==> config.mk <==
export PLATFORM = sky130hd
export DESIGN_NAME = ipv4_dotted_quad_parser
export DESIGN_NICKNAME = d
export VERILOG_FILES = /design/src/rtl/ipq_pkg.sv /design/src/rtl/ipq_in_stage.sv /design/src/rtl/ipq_step.sv /design/src/rtl/ipv4_dotted_quad_parser.sv
export VERILOG_INCLUDE_DIRS = /design/src /design/src/rtl
export SDC_FILE = /design/constraint.sdc
export NUM_CORES = 1
export LEC_CHECK = 0
export ABC_AREA = 0
export BUFFER_PORTS_ARGS = -buffer_cell sky130_fd_sc_hd__buf_2
export CAP_MARGIN = 40
export CORE_MARGIN = 4
export CORE_UTILIZATION = 25
export DETAILED_ROUTE_END_ITERATION = 10
export PLACE_DENSITY = 0.42
export SYNTH_ARGS = -nofsm -noshare
export SYNTH_HDL_FRONTEND = slang
export SYNTH_SLANG_ARGS = --single-unit
==> constraint.sdc <==
create_clock -name clk -period 4.4 [get_ports clk]
set_clock_uncertainty 0.15 [all_clocks]
set_input_delay 0.44 -clock clk [delete_from_list [all_inputs] [get_ports clk]]
set_output_delay 0.44 -clock clk [all_outputs]
set_load 0.01 [all_outputs]
==> src/rtl/assert_macros.svh <==
// ---------------------------------------------------------------------------
// assertion macros
// concurrent assertion wrappers, empty in synthesis
// ---------------------------------------------------------------------------
`ifndef ASSERT_MACROS_SVH
`define ASSERT_MACROS_SVH

`ifndef SYNTHESIS
`define SVA_ASSERT(lbl, clk, rst_n, prop, msg) \
    lbl: assert property (@(posedge clk) disable iff (!rst_n) prop) else $error(msg);
`define SVA_NEVER(lbl, clk, rst_n, expr, msg) \
    lbl: assert property (@(posedge clk) disable iff (!rst_n) !(expr)) else $error(msg);
`else
`define SVA_ASSERT(lbl, clk, rst_n, prop, msg)
`define SVA_NEVER(lbl, clk, rst_n, expr, msg)
`endif

`endif

==> src/rtl/ipq_pkg.sv <==
`timescale 1ns / 1ps
// ---------------------------------------------------------------------------
// ipq_pkg
// shared types and constants of the dotted-quad parser
// ---------------------------------------------------------------------------
package ipq_pkg;

    localparam logic [7:0] CHAR_DOT    = 8'h2E;
    localparam logic [7:0] CHAR_ZERO   = 8'h30;
    localparam logic [7:0] CHAR_NINE   = 8'h39;
    localparam logic [8:0] OCTET_SAT   = 9'd256;
    localparam logic [11:0] OCTET_MAX  = 12'd255;
    localparam logic [2:0] COUNT_SAT   = 3'd7;
    localparam logic [2:0] MIN_CHARS   = 3'd7;
    localparam logic [2:0] DOTS_NEEDED = 3'd3;

    typedef struct packed {
        logic [7:0] character;
        logic       last_char;
    } ipq_item_t;

endpackage

==> src/rtl/ipq_in_stage.sv <==
`timescale 1ns / 1ps
// ---------------------------------------------------------------------------
// ipq_in_stage
// input register holding one character item for the step logic
// ---------------------------------------------------------------------------
module ipq_in_stage (
    input  logic               clk,
    input  logic               rst_n,
    input  logic               in_valid,
    output logic               in_ready,
    input  ipq_pkg::ipq_item_t in_item,
    output logic               s_valid,
    output ipq_pkg::ipq_item_t s_item,
    input  logic               s_take
);
    import ipq_pkg::*;

    logic      valid_reg;
    logic      valid_next;
    ipq_item_t item_reg;

    assign in_ready   = !valid_reg || s_take;
    assign valid_next = in_valid ? 1'b1 : (valid_reg && !s_take);

    always_ff @(posedge clk or negedge rst_n)
    begin
        if (!rst_n)
        begin
            valid_reg <= 1'b0;
        end
        else
        begin
            valid_reg <= valid_next;
        end
    end

    always_ff @(posedge clk)
    begin
        if (in_valid && in_ready)
        begin
            item_reg <= in_item;
        end
    end

    assign s_valid = valid_reg;
    assign s_item  = item_reg;

endmodule

==> src/rtl/ipq_step.sv <==
`timescale 1ns / 1ps
`include "assert_macros.svh"
// ---------------------------------------------------------------------------
// ipq_step
// per-character parse state update and result register
// ---------------------------------------------------------------------------
module ipq_step (
    input  logic               clk,
    input  logic               rst_n,
    input  logic               mask_mode,
    input  logic               s_valid,
    input  ipq_pkg::ipq_item_t s_item,
    output logic               s_take,
    output logic               out_valid,
    input  logic               out_ready,
    output logic               valid_res,
    output logic [31:0]        address
);
    import ipq_pkg::*;

    logic [2:0]  char_count_reg, char_count_next;
    logic [2:0]  dot_count_reg, dot_count_next;
    logic        bad_char_reg, bad_char_next;
    logic [8:0]  octet_value_reg, octet_value_next;
    logic        octet_overflow_reg, octet_overflow_next;
    logic [31:0] address_acc_reg, address_acc_next;
    logic        out_valid_reg, out_valid_next;
    logic        valid_res_reg, valid_res_next;
    logic [31:0] address_reg, address_next;

    logic        is_dot;
    logic        is_digit;
    logic [7:0]  digit_full;
    logic [11:0] octet_ext;
    logic [11:0] octet_prod;
    logic [2:0]  cc1, dc1;
    logic        bad1;
    logic [8:0]  oct1;
    logic        ovf1, ovf2;
    logic [31:0] acc1, acc2;
    logic        parse_ok;
    logic [31:0] addr_res;
    logic [31:0] inv_addr;
    logic        mask_ok;
    logic        load;

    assign s_take = s_valid && (!s_item.last_char || !out_valid_reg || out_ready);
    assign load   = s_take && s_item.last_char;

    always_comb
    begin
        is_dot     = (s_item.character == CHAR_DOT);
        is_digit   = (s_item.character >= CHAR_ZERO) && (s_item.character <= CHAR_NINE);
        digit_full = s_item.character - CHAR_ZERO;
        octet_ext  = {3'b000, octet_value_reg};
        octet_prod = (octet_ext << 3) + (octet_ext << 1) + {8'd0, digit_full[3:0]};

        cc1  = (char_count_reg < COUNT_SAT) ? char_count_reg + 3'd1 : char_count_reg;
        dc1  = dot_count_reg;
        bad1 = bad_char_reg;
        oct1 = octet_value_reg;
        ovf1 = octet_overflow_reg;
        acc1 = address_acc_reg;
        if (is_dot)
        begin
            dc1  = (dot_count_reg < COUNT_SAT) ? dot_count_reg + 3'd1 : dot_count_reg;
            ovf1 = octet_overflow_reg | octet_value_reg[8];
            acc1 = {address_acc_reg[23:0], octet_value_reg[7:0]};
            oct1 = 9'd0;
        end
        else if (is_digit)
        begin
            oct1 = (octet_prod > OCTET_MAX) ? OCTET_SAT : octet_prod[8:0];
        end
        else
        begin
            bad1 = 1'b1;
        end

        // final octet close on the last character
        ovf2     = ovf1 | oct1[8];
        acc2     = {acc1[23:0], oct1[7:0]};
        parse_ok = (cc1 >= MIN_CHARS) && !bad1 && (dc1 == DOTS_NEEDED) && !ovf2;
        addr_res = parse_ok ? acc2 : 32'd0;
        inv_addr = ~addr_res;
        mask_ok  = ((inv_addr & (inv_addr + 32'd1)) == 32'd0);
    end

    always_comb
    begin
        char_count_next     = char_count_reg;
        dot_count_next      = dot_count_reg;
        bad_char_next       = bad_char_reg;
        octet_value_next    = octet_value_reg;
        octet_overflow_next = octet_overflow_reg;
        address_acc_next    = address_acc_reg;
        if (s_take)
        begin
            if (s_item.last_char)
            begin
                char_count_next     = 3'd0;
                dot_count_next      = 3'd0;
                bad_char_next       = 1'b0;
                octet_value_next    = 9'd0;
                octet_overflow_next = 1'b0;
                address_acc_next    = 32'd0;
            end
            else
            begin
                char_count_next     = cc1;
                dot_count_next      = dc1;
                bad_char_next       = bad1;
                octet_value_next    = oct1;
                octet_overflow_next = ovf1;
                address_acc_next    = acc1;
            end
        end
    end

    always_comb
    begin
        out_valid_next = out_valid_reg && !out_ready;
        valid_res_next = valid_res_reg;
        address_next   = address_reg;
        if (load)
        begin
            out_valid_next = 1'b1;
            valid_res_next = parse_ok && (!mask_mode || mask_ok);
            address_next   = addr_res;
        end
    end

    always_ff @(posedge clk or negedge rst_n)
    begin
        if (!rst_n)
        begin
            char_count_reg     <= 3'd0;
            dot_count_reg      <= 3'd0;
            bad_char_reg       <= 1'b0;
            octet_value_reg    <= 9'd0;
            octet_overflow_reg <= 1'b0;
            address_acc_reg    <= 32'd0;
            out_valid_reg      <= 1'b0;
        end
        else
        begin
            char_count_reg     <= char_count_next;
            dot_count_reg      <= dot_count_next;
            bad_char_reg       <= bad_char_next;
            octet_value_reg    <= octet_value_next;
            octet_overflow_reg <= octet_overflow_next;
            address_acc_reg    <= address_acc_next;
            out_valid_reg      <= out_valid_next;
        end
    end

    always_ff @(posedge clk)
    begin
        valid_res_reg <= valid_res_next;
        address_reg   <= address_next;
    end

    assign out_valid = out_valid_reg;
    assign valid_res = valid_res_reg;
    assign address   = address_reg;

    `SVA_ASSERT(a_clear_after_last, clk, rst_n, load |=> (char_count_reg == 3'd0 && dot_count_reg == 3'd0 && address_acc_reg == 32'd0), "parse state not cleared after last item")
    `SVA_NEVER(a_octet_range, clk, rst_n, octet_value_reg > OCTET_SAT, "octet value beyond saturation")
    `SVA_NEVER(a_no_overwrite, clk, rst_n, out_valid_reg && !out_ready && load, "result register overwritten while stalled")
    `SVA_NEVER(a_dots_le_chars, clk, rst_n, dot_count_reg > char_count_reg, "more dots than characters")

endmodule

==> src/rtl/ipv4_dotted_quad_parser.sv <==
`timescale 1ns / 1ps
// ---------------------------------------------------------------------------
// ipv4_dotted_quad_parser
// parses a dotted-decimal IPv4 string, one character per item, into an
// address with a validity flag, optionally checking for a contiguous mask
// ---------------------------------------------------------------------------
// channel   handshake               payload
// in        in_valid / in_ready     character, last_char
// out       out_valid / out_ready   valid_res, address
// cfg       cfg_valid / cfg_ready   mask_mode
//
// one character item accepted per cycle unless a stalled result holds back a
// last character; results pass through the input register and the result register
// reset clears the parse state, the mask mode and both stage valid flags
// a stalled result only holds back a last character; other characters keep
// flowing into the parse state behind it
// ---------------------------------------------------------------------------
module ipv4_dotted_quad_parser (
    input  logic        clk,
    input  logic        rst_n,
    input  logic        in_valid,
    output logic        in_ready,
    input  logic [7:0]  character,
    input  logic        last_char,
    output logic        out_valid,
    input  logic        out_ready,
    output logic        valid_res,
    output logic [31:0] address,
    input  logic        cfg_valid,
    output logic        cfg_ready,
    input  logic        mask_mode
);
    import ipq_pkg::*;

    ipq_item_t in_item;
    ipq_item_t s_item;
    logic      s_valid;
    logic      s_take;
    logic      mask_mode_reg;
    logic      mask_mode_next;

    assign in_item.character = character;
    assign in_item.last_char = last_char;

    assign cfg_ready      = 1'b1;
    assign mask_mode_next = (cfg_valid && cfg_ready) ? mask_mode : mask_mode_reg;

    always_ff @(posedge clk or negedge rst_n)
    begin
        if (!rst_n)
        begin
            mask_mode_reg <= 1'b0;
        end
        else
        begin
            mask_mode_reg <= mask_mode_next;
        end
    end

    ipq_in_stage u_in_stage (
        .clk      (clk),
        .rst_n    (rst_n),
        .in_valid (in_valid),
        .in_ready (in_ready),
        .in_item  (in_item),
        .s_valid  (s_valid),
        .s_item   (s_item),
        .s_take   (s_take)
    );

    ipq_step u_step (
        .clk       (clk),
        .rst_n     (rst_n),
        .mask_mode (mask_mode_reg),
        .s_valid   (s_valid),
        .s_item    (s_item),
        .s_take    (s_take),
        .out_valid (out_valid),
        .out_ready (out_ready),
        .valid_res (valid_res),
        .address   (address)
    );

endmodule

==> qor.yml, run 1 <==
worstSetupPathType: "reg2reg"
max_stage_delay_ns: 0.56
place_ws_ns: 0.0154
synth_edf_count: 42
cts_sinks: 86
layout_min_cycle_time_ns: 4.24
portBuffers: 49
fin_ws_ns: 0.157
die-area_mm2: 0.0227
critPathRequiredTime_ns: 4.33
timing.max_cap.violations: 0
hp-class: "in2reg"
pwr-share-comb_pct: 9.3
crit_buf_inv: 1
met1_usage_pct: 19.4
critPathMaxFanout: 9
n_antenna_cell: 0
fmax_mhz: 236
die_y_um: 151
numCtsBuffers: 9
rsz0062_at_grt: "no"
hold_viol_final: 0
synth_cell_types: 71
clock_path_buffers: 2
hpwl_um: 11000
clk_latency_ns: 0.35
final_nets: 600
async_flop_share_pct: 51.2
end_kind: "flip-flop"
path_clk_slew_ns: 0.06
synth_top_area_cell: "edfxtp_1"
ys_seq_elements: 86
final-seq-area_mm2: 0.00236
internal_power_uw: 1380
p_sw_uw: 439
switching_share_pct: 24.1
grt_util_all_layers_pct: 13.5
met3_usage_pct: 2.80
vias: 4297
slowest_stage: "fa_1"
seqPwrFrac_pct: 49.2
final.setup.tns_ns: 0
cts_tree: "built"
grt_start_max_net_pins: 32
syn-cell-area_mm2: 0.00508
synth.yosys.warnings: 0
totalWireLength_um: 15000
globalRouteOverflowTotal: 0
clkPwrFrac_pct: 41.6
largest_register_ffs: 32
cp_top_family: "compound AO/OA/AOI/OAI gates"
core_area_mm2: 0.0197
ys.flop_type: "dfrtp_1"
synth.area.top_cells: "edfxtp_1, dfrtp_1, a22o_1"
placed_cell_area_mm2: 0.00575
use_met2_pct: 19.5
slew_viol_final: 0
cellLeakagePower_uw: 0.00254
fill_cells: 2027
detail_route.vias_per_cell: 5.15
finalSetupViolCount: 0
worstMarginPinSlew_ns: 0.892
root_buffer: "clkbuf_16"
irDropWorstVdd_mv: 0.174
drive_gt1_share_pct: 20.4
multi_input_area_mm2: 0.00255
finalCritPeriodShare_pct: 96.4
synth.avg_cell_area_um2: 9.97
drt-initial-drc-count: 440
busiest_layer: "met2"
routabilityCongestion: 0.901
status: "finished, final reports clean"
grt_pass1_wl_um: 23500
ys_seq_area_share_pct: 46.5
ant_nets: 0
start_kind: "flip-flop"
slew_headroom_pct: 40.5
wl_per_cell_um: 18.0
design_area_mm2: 0.00606
drc_errors: 0
first_global_vias: 4113
htreeDepth: 3
die_x_um: 151
synth_fp_nets: 546
fp-row-count: 51
io_pins: 51
powerDensity_mw_per_mm2: 300
start_util_pct: 25.8
synth_cells: 510
antenna_found_initial: 0
syn_to_final_growth_pct: 19.3
drt-pass1-iter-count: 5
critical_path_arrival_ns: 4.18
netlist.area_leader.share_pct: 24.8
path_cells: "fa_1 -> fa_2 -> a211oi_2 -> nor4b_1 -> or4_1 -> a211o_4 -> o41ai_4 -> buf_6 -> o21ai_0 -> and4_1 -> a41oi_2 -> o41ai_2"
per-layer routing:
metal | wire length [µm] | up-vias
li1 | - | 2027
met1 | 7120 | 2054
met2 | 6520 | 179
met3 | 1010 | 37
met4 | 386 | 0
met5 | 0 | -
kinds of logic after synthesis:
| logic type | after synthesis | synth area share (%) |
|---|---|---|
| other | 1 | 0.0738 |
| buffers and inverters | 42 | 3.54 |
| AOI/OAI and AO/OA | 142 | 21.0 |
| adders and majority gates | 21 | 5.46 |
| muxes | 21 | 4.21 |
| xor gates and xnor gates | 4 | 0.689 |
| and+or+nand+nor | 193 | 18.5 |
| DFF | 86 | 46.5 |
worst paths after layout:
path,start,slack (ns),end,depth (start not counted)
setup / recovery,u_in_stage.s_item[4],0.16,u_step.valid_res,12
hold / removal,character[7],0.11,u_in_stage.s_item[8],1
setup reg to reg,u_in_stage.s_item[4],0.16,u_step.valid_res,12
hold reg to reg,u_step.bad_char_reg,0.36,u_step.bad_char_reg,2
max in group asynchronous,rst_n,3.17,u_step.octet_value_reg[4],3
min in group asynchronous,rst_n,0.41,u_step.address_acc_reg[5],2
what timing repair did:
action	4_1_cts	5_1_grt
pin swaps	1	2
hold buffers	1	0
gates resized for setup	0	3
setup endpoints to repair	1	1
buffers inserted	0	1
endpoints found under the hold margin	13	0
final cells by class:
type                       count  share of cell area, %
clock inverter                 4                  0.805
clock buffer                  12                   3.90
tap                          265                   5.47
inverter                       7                  0.433
sequential                    86                   39.0
timing repair buffer          78                   8.36
multi-input combinational    382                   42.1
Yosys cell counts (2+ instances only):
cell type,instances
nor2_1,48
a21oi_1,27
a211oi_1,5
nor3_1,16
ha_1,19
o21ai_0,20
nor2b_1,10
edfxtp_1,42
nand2b_1,6
inv_1,7
a21o_1,6
nand2_1,64
mux2_2,3
xor2_1,4
o211ai_1,2
o21a_1,4
nor4_1,10
o41ai_2,2
o22ai_1,4
dfrtp_1,44
mux2i_1,18
nor4b_1,2
nand3b_1,2
o21ai_1,4
clkbuf_1,25
a22o_1,32
o31ai_1,8
nand3_1,9
and2_1,3
or3_1,2
nand4_1,5
or4_1,4
a22oi_1,4
and3_1,3
buf_4,2
buf_2,5
a31oi_1,4
fa_1,2
placed cells by master (no fill, tap or decap), drive strengths merged, types with 6 or more instances in the layout:
| cell type | n |
|---|---|
| a21oi | 28 |
| nand2 | 64 |
| o21ai | 24 |
| clkbuf | 12 |
| mux2i | 18 |
| nand2b | 6 |
| buf | 77 |
| ha | 19 |
| nor2b | 10 |
| nor3 | 17 |
| o31ai | 8 |
| nor2 | 49 |
| edfxtp | 42 |
| nor4 | 10 |
| a21o | 6 |
| nand3 | 9 |
| a22o | 32 |
| inv | 7 |
| dfrtp | 44 |
| a211oi | 6 |
through the flow:
step                      std cells  power (µW)  hold slack [ns]  utilization [%]
final                           834        1820            0.110             30.8
after global routing            834        1900           0.0908             30.8
after CTS                       833        1840           0.0938             30.6
after detailed placement        816        1080            0.239             29.2
after global placement          814        1070            0.334             28.9
after floorplan                 510        1010         -0.00559                -
power groups by stage:
stage	logic, µW	clock network [µW]	registers, µW
2_1_floorplan	92.7	0	913
3_3_place_gp	158	0	910
3_5_place_dp	165	0	911
4_1_cts	167	780	895
5_1_grt	187	812	899
6_report	169	757	895
(Power assumes the default switching activity.)
==> inputs of run 2 (changes only) <==
--- a/config.mk
+++ b/config.mk
@@ -7,12 +7,12 @@
 export NUM_CORES = 1
 export LEC_CHECK = 0
 export ABC_AREA = 0
-export BUFFER_PORTS_ARGS = -buffer_cell sky130_fd_sc_hd__buf_2
 export CAP_MARGIN = 40
 export CORE_MARGIN = 4
 export CORE_UTILIZATION = 25
 export DETAILED_ROUTE_END_ITERATION = 10
-export PLACE_DENSITY = 0.42
+export DONT_BUFFER_PORTS = 1
+export PLACE_DENSITY = 0.4
 export SYNTH_ARGS = -nofsm -noshare
 export SYNTH_HDL_FRONTEND = slang
 export SYNTH_SLANG_ARGS = --single-unit
==> run 2 against run 1 <==
Compared with the run above:
- first-iteration DRC count is 16% lower
- core utilization shrank 1.1 points
- combinational power shrank 17%
- count of clock-buffer cells in the layout unchanged
- sequential power is 1% higher
- final cell count shrank 5.6%
- via count shrank 5.7%
- setup slack got worse by 0.040 ns
- maximum frequency decreased by 0.92%
- power down 2.2%
==> qor.yml, run 2 (synthesis gave the netlist of run 1 again) <==
seqPwrFrac_pct: 50.8
topRoutingLayerUsed: "met4"
cellLeakagePower_uw: 0.00235
status: "finished, final reports clean"
die-area_mm2: 0.0227
irDropWorstVdd_mv: 0.170
critPathRequiredTime_ns: 4.34
max_stage_delay_ns: 0.55
ant_nets: 0
critical_path_arrival_ns: 4.22
globalRouteOverflowTotal: 0
final.setup.tns_ns: 0
clkPwrFrac_pct: 41.3
vias: 4054
routabilityCongestion: 0.922
die_y_um: 151
hpwl_um: 10900
wl_met2_um: 6780
fill_cells: 2040
wl_met1_um: 7100
root_buffer: "clkbuf_16"
largest_register_ffs: 32
worstSetupPathType: "reg2reg"
totalWireLength_um: 14800
switching_share_pct: 25.2
layout_min_cycle_time_ns: 4.28
drt-pass1-iter-count: 5
n_antenna_cell: 0
antenna_found_initial: 0
dr_wl_met3_um: 696
multi_input_area_mm2: 0.00257
syn_to_final_growth_pct: 15.0
hp-start: "character[7]"
path_cells: "fa_1 -> fa_2 -> a211oi_4 -> nor4b_2 -> or4_1 -> a211o_4 -> buf_4 -> o41ai_4 -> buf_6 -> o31ai_1 -> and4_1 -> a41oi_2 -> o41ai_2"
slew_headroom_pct: 46.9
rsz0062_at_grt: "yes"
design_area_mm2: 0.00584
startpoint: "u_step.octet_value_reg[2]"
start_kind: "flip-flop"
wl_per_cell_um: 18.8
final_nets: 553
io_pins: 51
first_global_vias: 3989
final_core_util_pct: 29.6
finalSetupViolCount: 0
powerDensity_mw_per_mm2: 305
timing.max_cap.violations: 0
hold_viol_final: 0
fmax_mhz: 233
internal_power_uw: 1330
clk_latency_ns: 0.35
detail_route.vias_per_cell: 5.15
power_uw: 1780
p_sw_uw: 449
drc_errors: 0
final-seq-area_mm2: 0.00236
grt_start_max_net_pins: 45
placed_cell_area_mm2: 0.00547
start_util_pct: 25.8
hp-class: "in2reg"
core_area_mm2: 0.0197
cts_sinks: 86
path_clk_slew_ns: 0.07
slew_viol_final: 0
layout_commonest_cell: "nand2_1"
fp-row-count: 51
die_x_um: 151
portBuffers: 0
finalCritPeriodShare_pct: 97.3
worstMarginPinSlew_ns: 0.796
numCtsBuffers: 9
clock_path_buffers: 2
pwr-share-comb_pct: 7.9
critPathMaxFanout: 9
drt-initial-drc-count: 370
grt_util_all_layers_pct: 13.4
htreeDepth: 3
drive_gt1_share_pct: 13.8
grt_pass1_wl_um: 23400
final_cell_mix: "nand2_1, nor2_1, dfrtp_1"
end_kind: "flip-flop"
cts_tree: "built"
rr_startpoint: "u_step.octet_value_reg[2]"
slowest_stage: "fa_1"
run 2: power groups by stage:
stage | Combinational (µW) | Sequential, µW | Clock [µW]
CTS | 138 | 906 | 757
global route | 158 | 909 | 792
finish | 141 | 905 | 736
global placement | 121 | 922 | 0
floorplan | 92.7 | 913 | 0
detailed placement | 125 | 922 | 0
run 2: cell type report:
type | count | area share [%]
clock buffers | 12 | 4.22
repair buffers | 31 | 4.65
clock inverters | 4 | 0.535
multi-input cells | 382 | 44.1
inverters | 7 | 0.450
flip-flops and latches | 86 | 40.4
well taps | 265 | 5.67
run 2: metal layers:
layer / track usage, % / vias to the layer above
li1: - / 1926
met1: 19.0 / 1995
met2: 20.5 / 119
met3: 2.59 / 14
met4: 4.31 / 0
met5: 0 / -
run 2: critical path, delay by kind of cell, from the launching register on:
family	cells	cell delay [ns]
compound gates	6	1.38
fa+ha+maj	2	1.01
simple gates	3	0.73
flops	1	0.41
buf+inv	2	0.33
run 2: final timing paths:
check                           slack, ns  cells after the start                    endpoint
worst max-delay path                 0.12                     13            u_step.valid_res
max in group asynchronous            3.41                      2               mask_mode_reg
worst min register to register       0.36                      2         u_step.bad_char_reg
min in group asynchronous            0.45                      2  u_step.address_acc_reg[15]
worst max register to register       0.12                     13            u_step.valid_res
worst min-delay path                 0.03                      0        u_in_stage.s_item[8]
run 2: timing repair:
action | CTS | global route
endpoints found under the setup margin | 0 | 1
buffers inserted | 0 | 3
hold endpoints to repair | 44 | 0
gates resized for setup | 0 | 7
hold buffers | 2 | 0
run 2: through the flow:
stage / worst slack (ns) / cells / hold WS (ns)
after floorplan: 0.325 / 510 / -0.00559
after global placement: 0.0525 / 765 / -0.00349
after detailed placement: 0.0257 / 766 / -0.00335
after CTS: 0.00187 / 784 / 0.0198
after global routing: -0.0311 / 787 / 0.0175
final: 0.117 / 787 / 0.0336
==> inputs of run 3 (changes only) <==
--- a/config.mk
+++ b/config.mk
@@ -9,10 +9,10 @@
 export ABC_AREA = 0
 export CAP_MARGIN = 40
 export CORE_MARGIN = 4
-export CORE_UTILIZATION = 25
+export CORE_UTILIZATION = 35
 export DETAILED_ROUTE_END_ITERATION = 10
 export DONT_BUFFER_PORTS = 1
-export PLACE_DENSITY = 0.4
+export PLACE_DENSITY = 0.51
 export SYNTH_ARGS = -nofsm -noshare
 export SYNTH_HDL_FRONTEND = slang
 export SYNTH_SLANG_ARGS = --single-unit
==> run 3 against run 2 <==
Compared with the run above:
- clock power up 12%
- non-clock buffer count down 3
- maximum frequency up 3.1%
- power up 4.8%
- die area down 27%
- largest cell class unchanged
- largest power group unchanged
==> qor.yml, run 3 (synthesis gave the netlist of run 1 again) <==
cts_tree: "built"
slew_viol_final: 0
wl_per_cell_um: 19.3
rsz0062_at_grt: "no"
max_stage_delay_ns: 0.54
drt-pass1-iter-count: 5
drt-initial-drc-count: 314
layout_commonest_cell: "nand2_1"
die-area_mm2: 0.0165
power_uw: 1870
critical_path_arrival_ns: 4.16
cellLeakagePower_uw: 0.00234
irDropWorstVdd_mv: 0.227
hpwl_um: 9890
n_antenna_cell: 0
vias: 3951
slew_headroom_pct: 52.1
path_clk_slew_ns: 0.07
totalWireLength_um: 13500
routabilityCongestion: 0.929
layout_min_cycle_time_ns: 4.15
p_sw_uw: 436
timing.max_cap.violations: 0
critPathRequiredTime_ns: 4.41
critPathMaxFanout: 9
drive_gt1_share_pct: 13.1
seqPwrFrac_pct: 48.4
path_cells: "fa_1 -> fa_1 -> a211oi_2 -> nor4b_1 -> or4_1 -> a211o_4 -> or3_1 -> a21o_1 -> a2bb2oi_2 -> a41oi_2 -> o41ai_2"
design_area_mm2: 0.00575
largest_register_ffs: 32
fp-row-count: 43
crit_top_cell: "fa_1"
powerDensity_mw_per_mm2: 324
drc_errors: 0
grt_util_all_layers_pct: 16.9
slowest_stage: "fa_1"
place_ws_ns: 0.0507
stdcell_count: 699
detail_route.vias_per_cell: 5.65
fin_ws_ns: 0.247
final.setup.tns_ns: 0
die_y_um: 129
pwr-share-comb_pct: 7.5
numCtsBuffers: 9
start_kind: "flip-flop"
worstSetupPathType: "reg2reg"
status: "finished, final reports clean"
finalSetupViolCount: 0
end_kind: "flip-flop"
final_nets: 550
placed_cell_area_mm2: 0.00534
dpl.cell_count: 679
clock_path_buffers: 2
antenna_found_initial: 0
hold_viol_final: 0
syn_to_final_growth_pct: 13.1
hp-class: "in2reg"
finalCritPeriodShare_pct: 94.4
grt_start_max_net_pins: 45
clk_latency_ns: 0.35
root_buffer: "clkbuf_16"
die_x_um: 129
portBuffers: 0
globalRouteOverflowTotal: 0
internal_power_uw: 1430
start_util_pct: 36.2
fmax_mhz: 241
worstMarginPinSlew_ns: 0.719
first_global_vias: 3696
grt_pass1_wl_um: 21600
ant_nets: 0
final_cell_mix: "nand2_1, nor2_1, dfrtp_1"
cts_sinks: 86
htreeDepth: 3
clkPwrFrac_pct: 44.1
crit_buf_inv: 0
switching_share_pct: 23.4
io_pins: 51
core_area_mm2: 0.0140
cp_top_family: "compound AO/OA/AOI/OAI gates"
## run 3: final timing paths
| check | slack, ns | to | start | depth (start not counted) |
|---|---|---|---|---|
| max reg2reg | 0.25 | u_step.valid_res | u_in_stage.s_item[4] | 11 |
| min | 0.03 | u_in_stage.s_item[2] | character[1] | 0 |
| max | 0.25 | u_step.valid_res | u_in_stage.s_item[4] | 11 |
| min reg2reg | 0.36 | u_step.octet_overflow_reg | u_step.octet_overflow_reg | 2 |
| max in group asynchronous | 3.42 | mask_mode_reg | rst_n | 2 |
| min in group asynchronous | 0.47 | u_step.address_acc_reg[14] | rst_n | 2 |
## run 3: area by class of cell
| type | count | area [µm²] |
|---|---|---|
| Sequential cell | 86 | 2360 |
| Multi-Input combinational cell | 382 | 2560 |
| Fill cell | 1355 | 8290 |
| Timing Repair Buffer | 28 | 253 |
| Inverter | 7 | 26.3 |
| Clock inverter | 7 | 96.3 |
| Tap cell | 180 | 225 |
| Clock buffer | 9 | 225 |
## run 3: repair_timing
action | 4_1_cts | 5_1_grt
setup buffers | 0 | 1
endpoints found under the hold margin | 44 | 0
endpoints found under the setup margin | 0 | 1
gates resized for setup | 0 | 4
hold buffers | 2 | 0
## run 3: stage by stage
stage | utilization (%) | hold slack (ns)
final | 41.0 | 0.0333
after floorplan | - | -0.00559
after global placement | 38.0 | -0.00201
after detailed placement | 38.0 | -0.00228
after global routing | 41.0 | 0.0127
after CTS | 40.6 | 0.0203
## run 3: worst reg2reg max path: stages, from the launching register on
cell	delay, ns
edfxtp_1	0.42
fa_1	0.54
fa_1	0.49
a211oi_2	0.27
nor4b_1	0.11
or4_1	0.43
a211o_4	0.43
or3_1	0.42
a21o_1	0.20
a2bb2oi_2	0.16
a41oi_2	0.13
o41ai_2	0.21
## run 3: power groups by stage
stage               registers (µW)  clock network, µW  logic (µW)
CTS                            905                846         134
global route                   908                886         157
finish                         904                823         140
global placement               920                  0         118
floorplan                      913                  0        92.7
detailed placement             921                  0         121
## run 3: metal layers
layer	routed length, µm	GRT usage [%]	up-vias
met4	149	4.45	0
met1	6630	25.2	1896
met3	776	4.15	10
met2	5960	24.4	117
met5	0	0	-
li1	-	-	1928
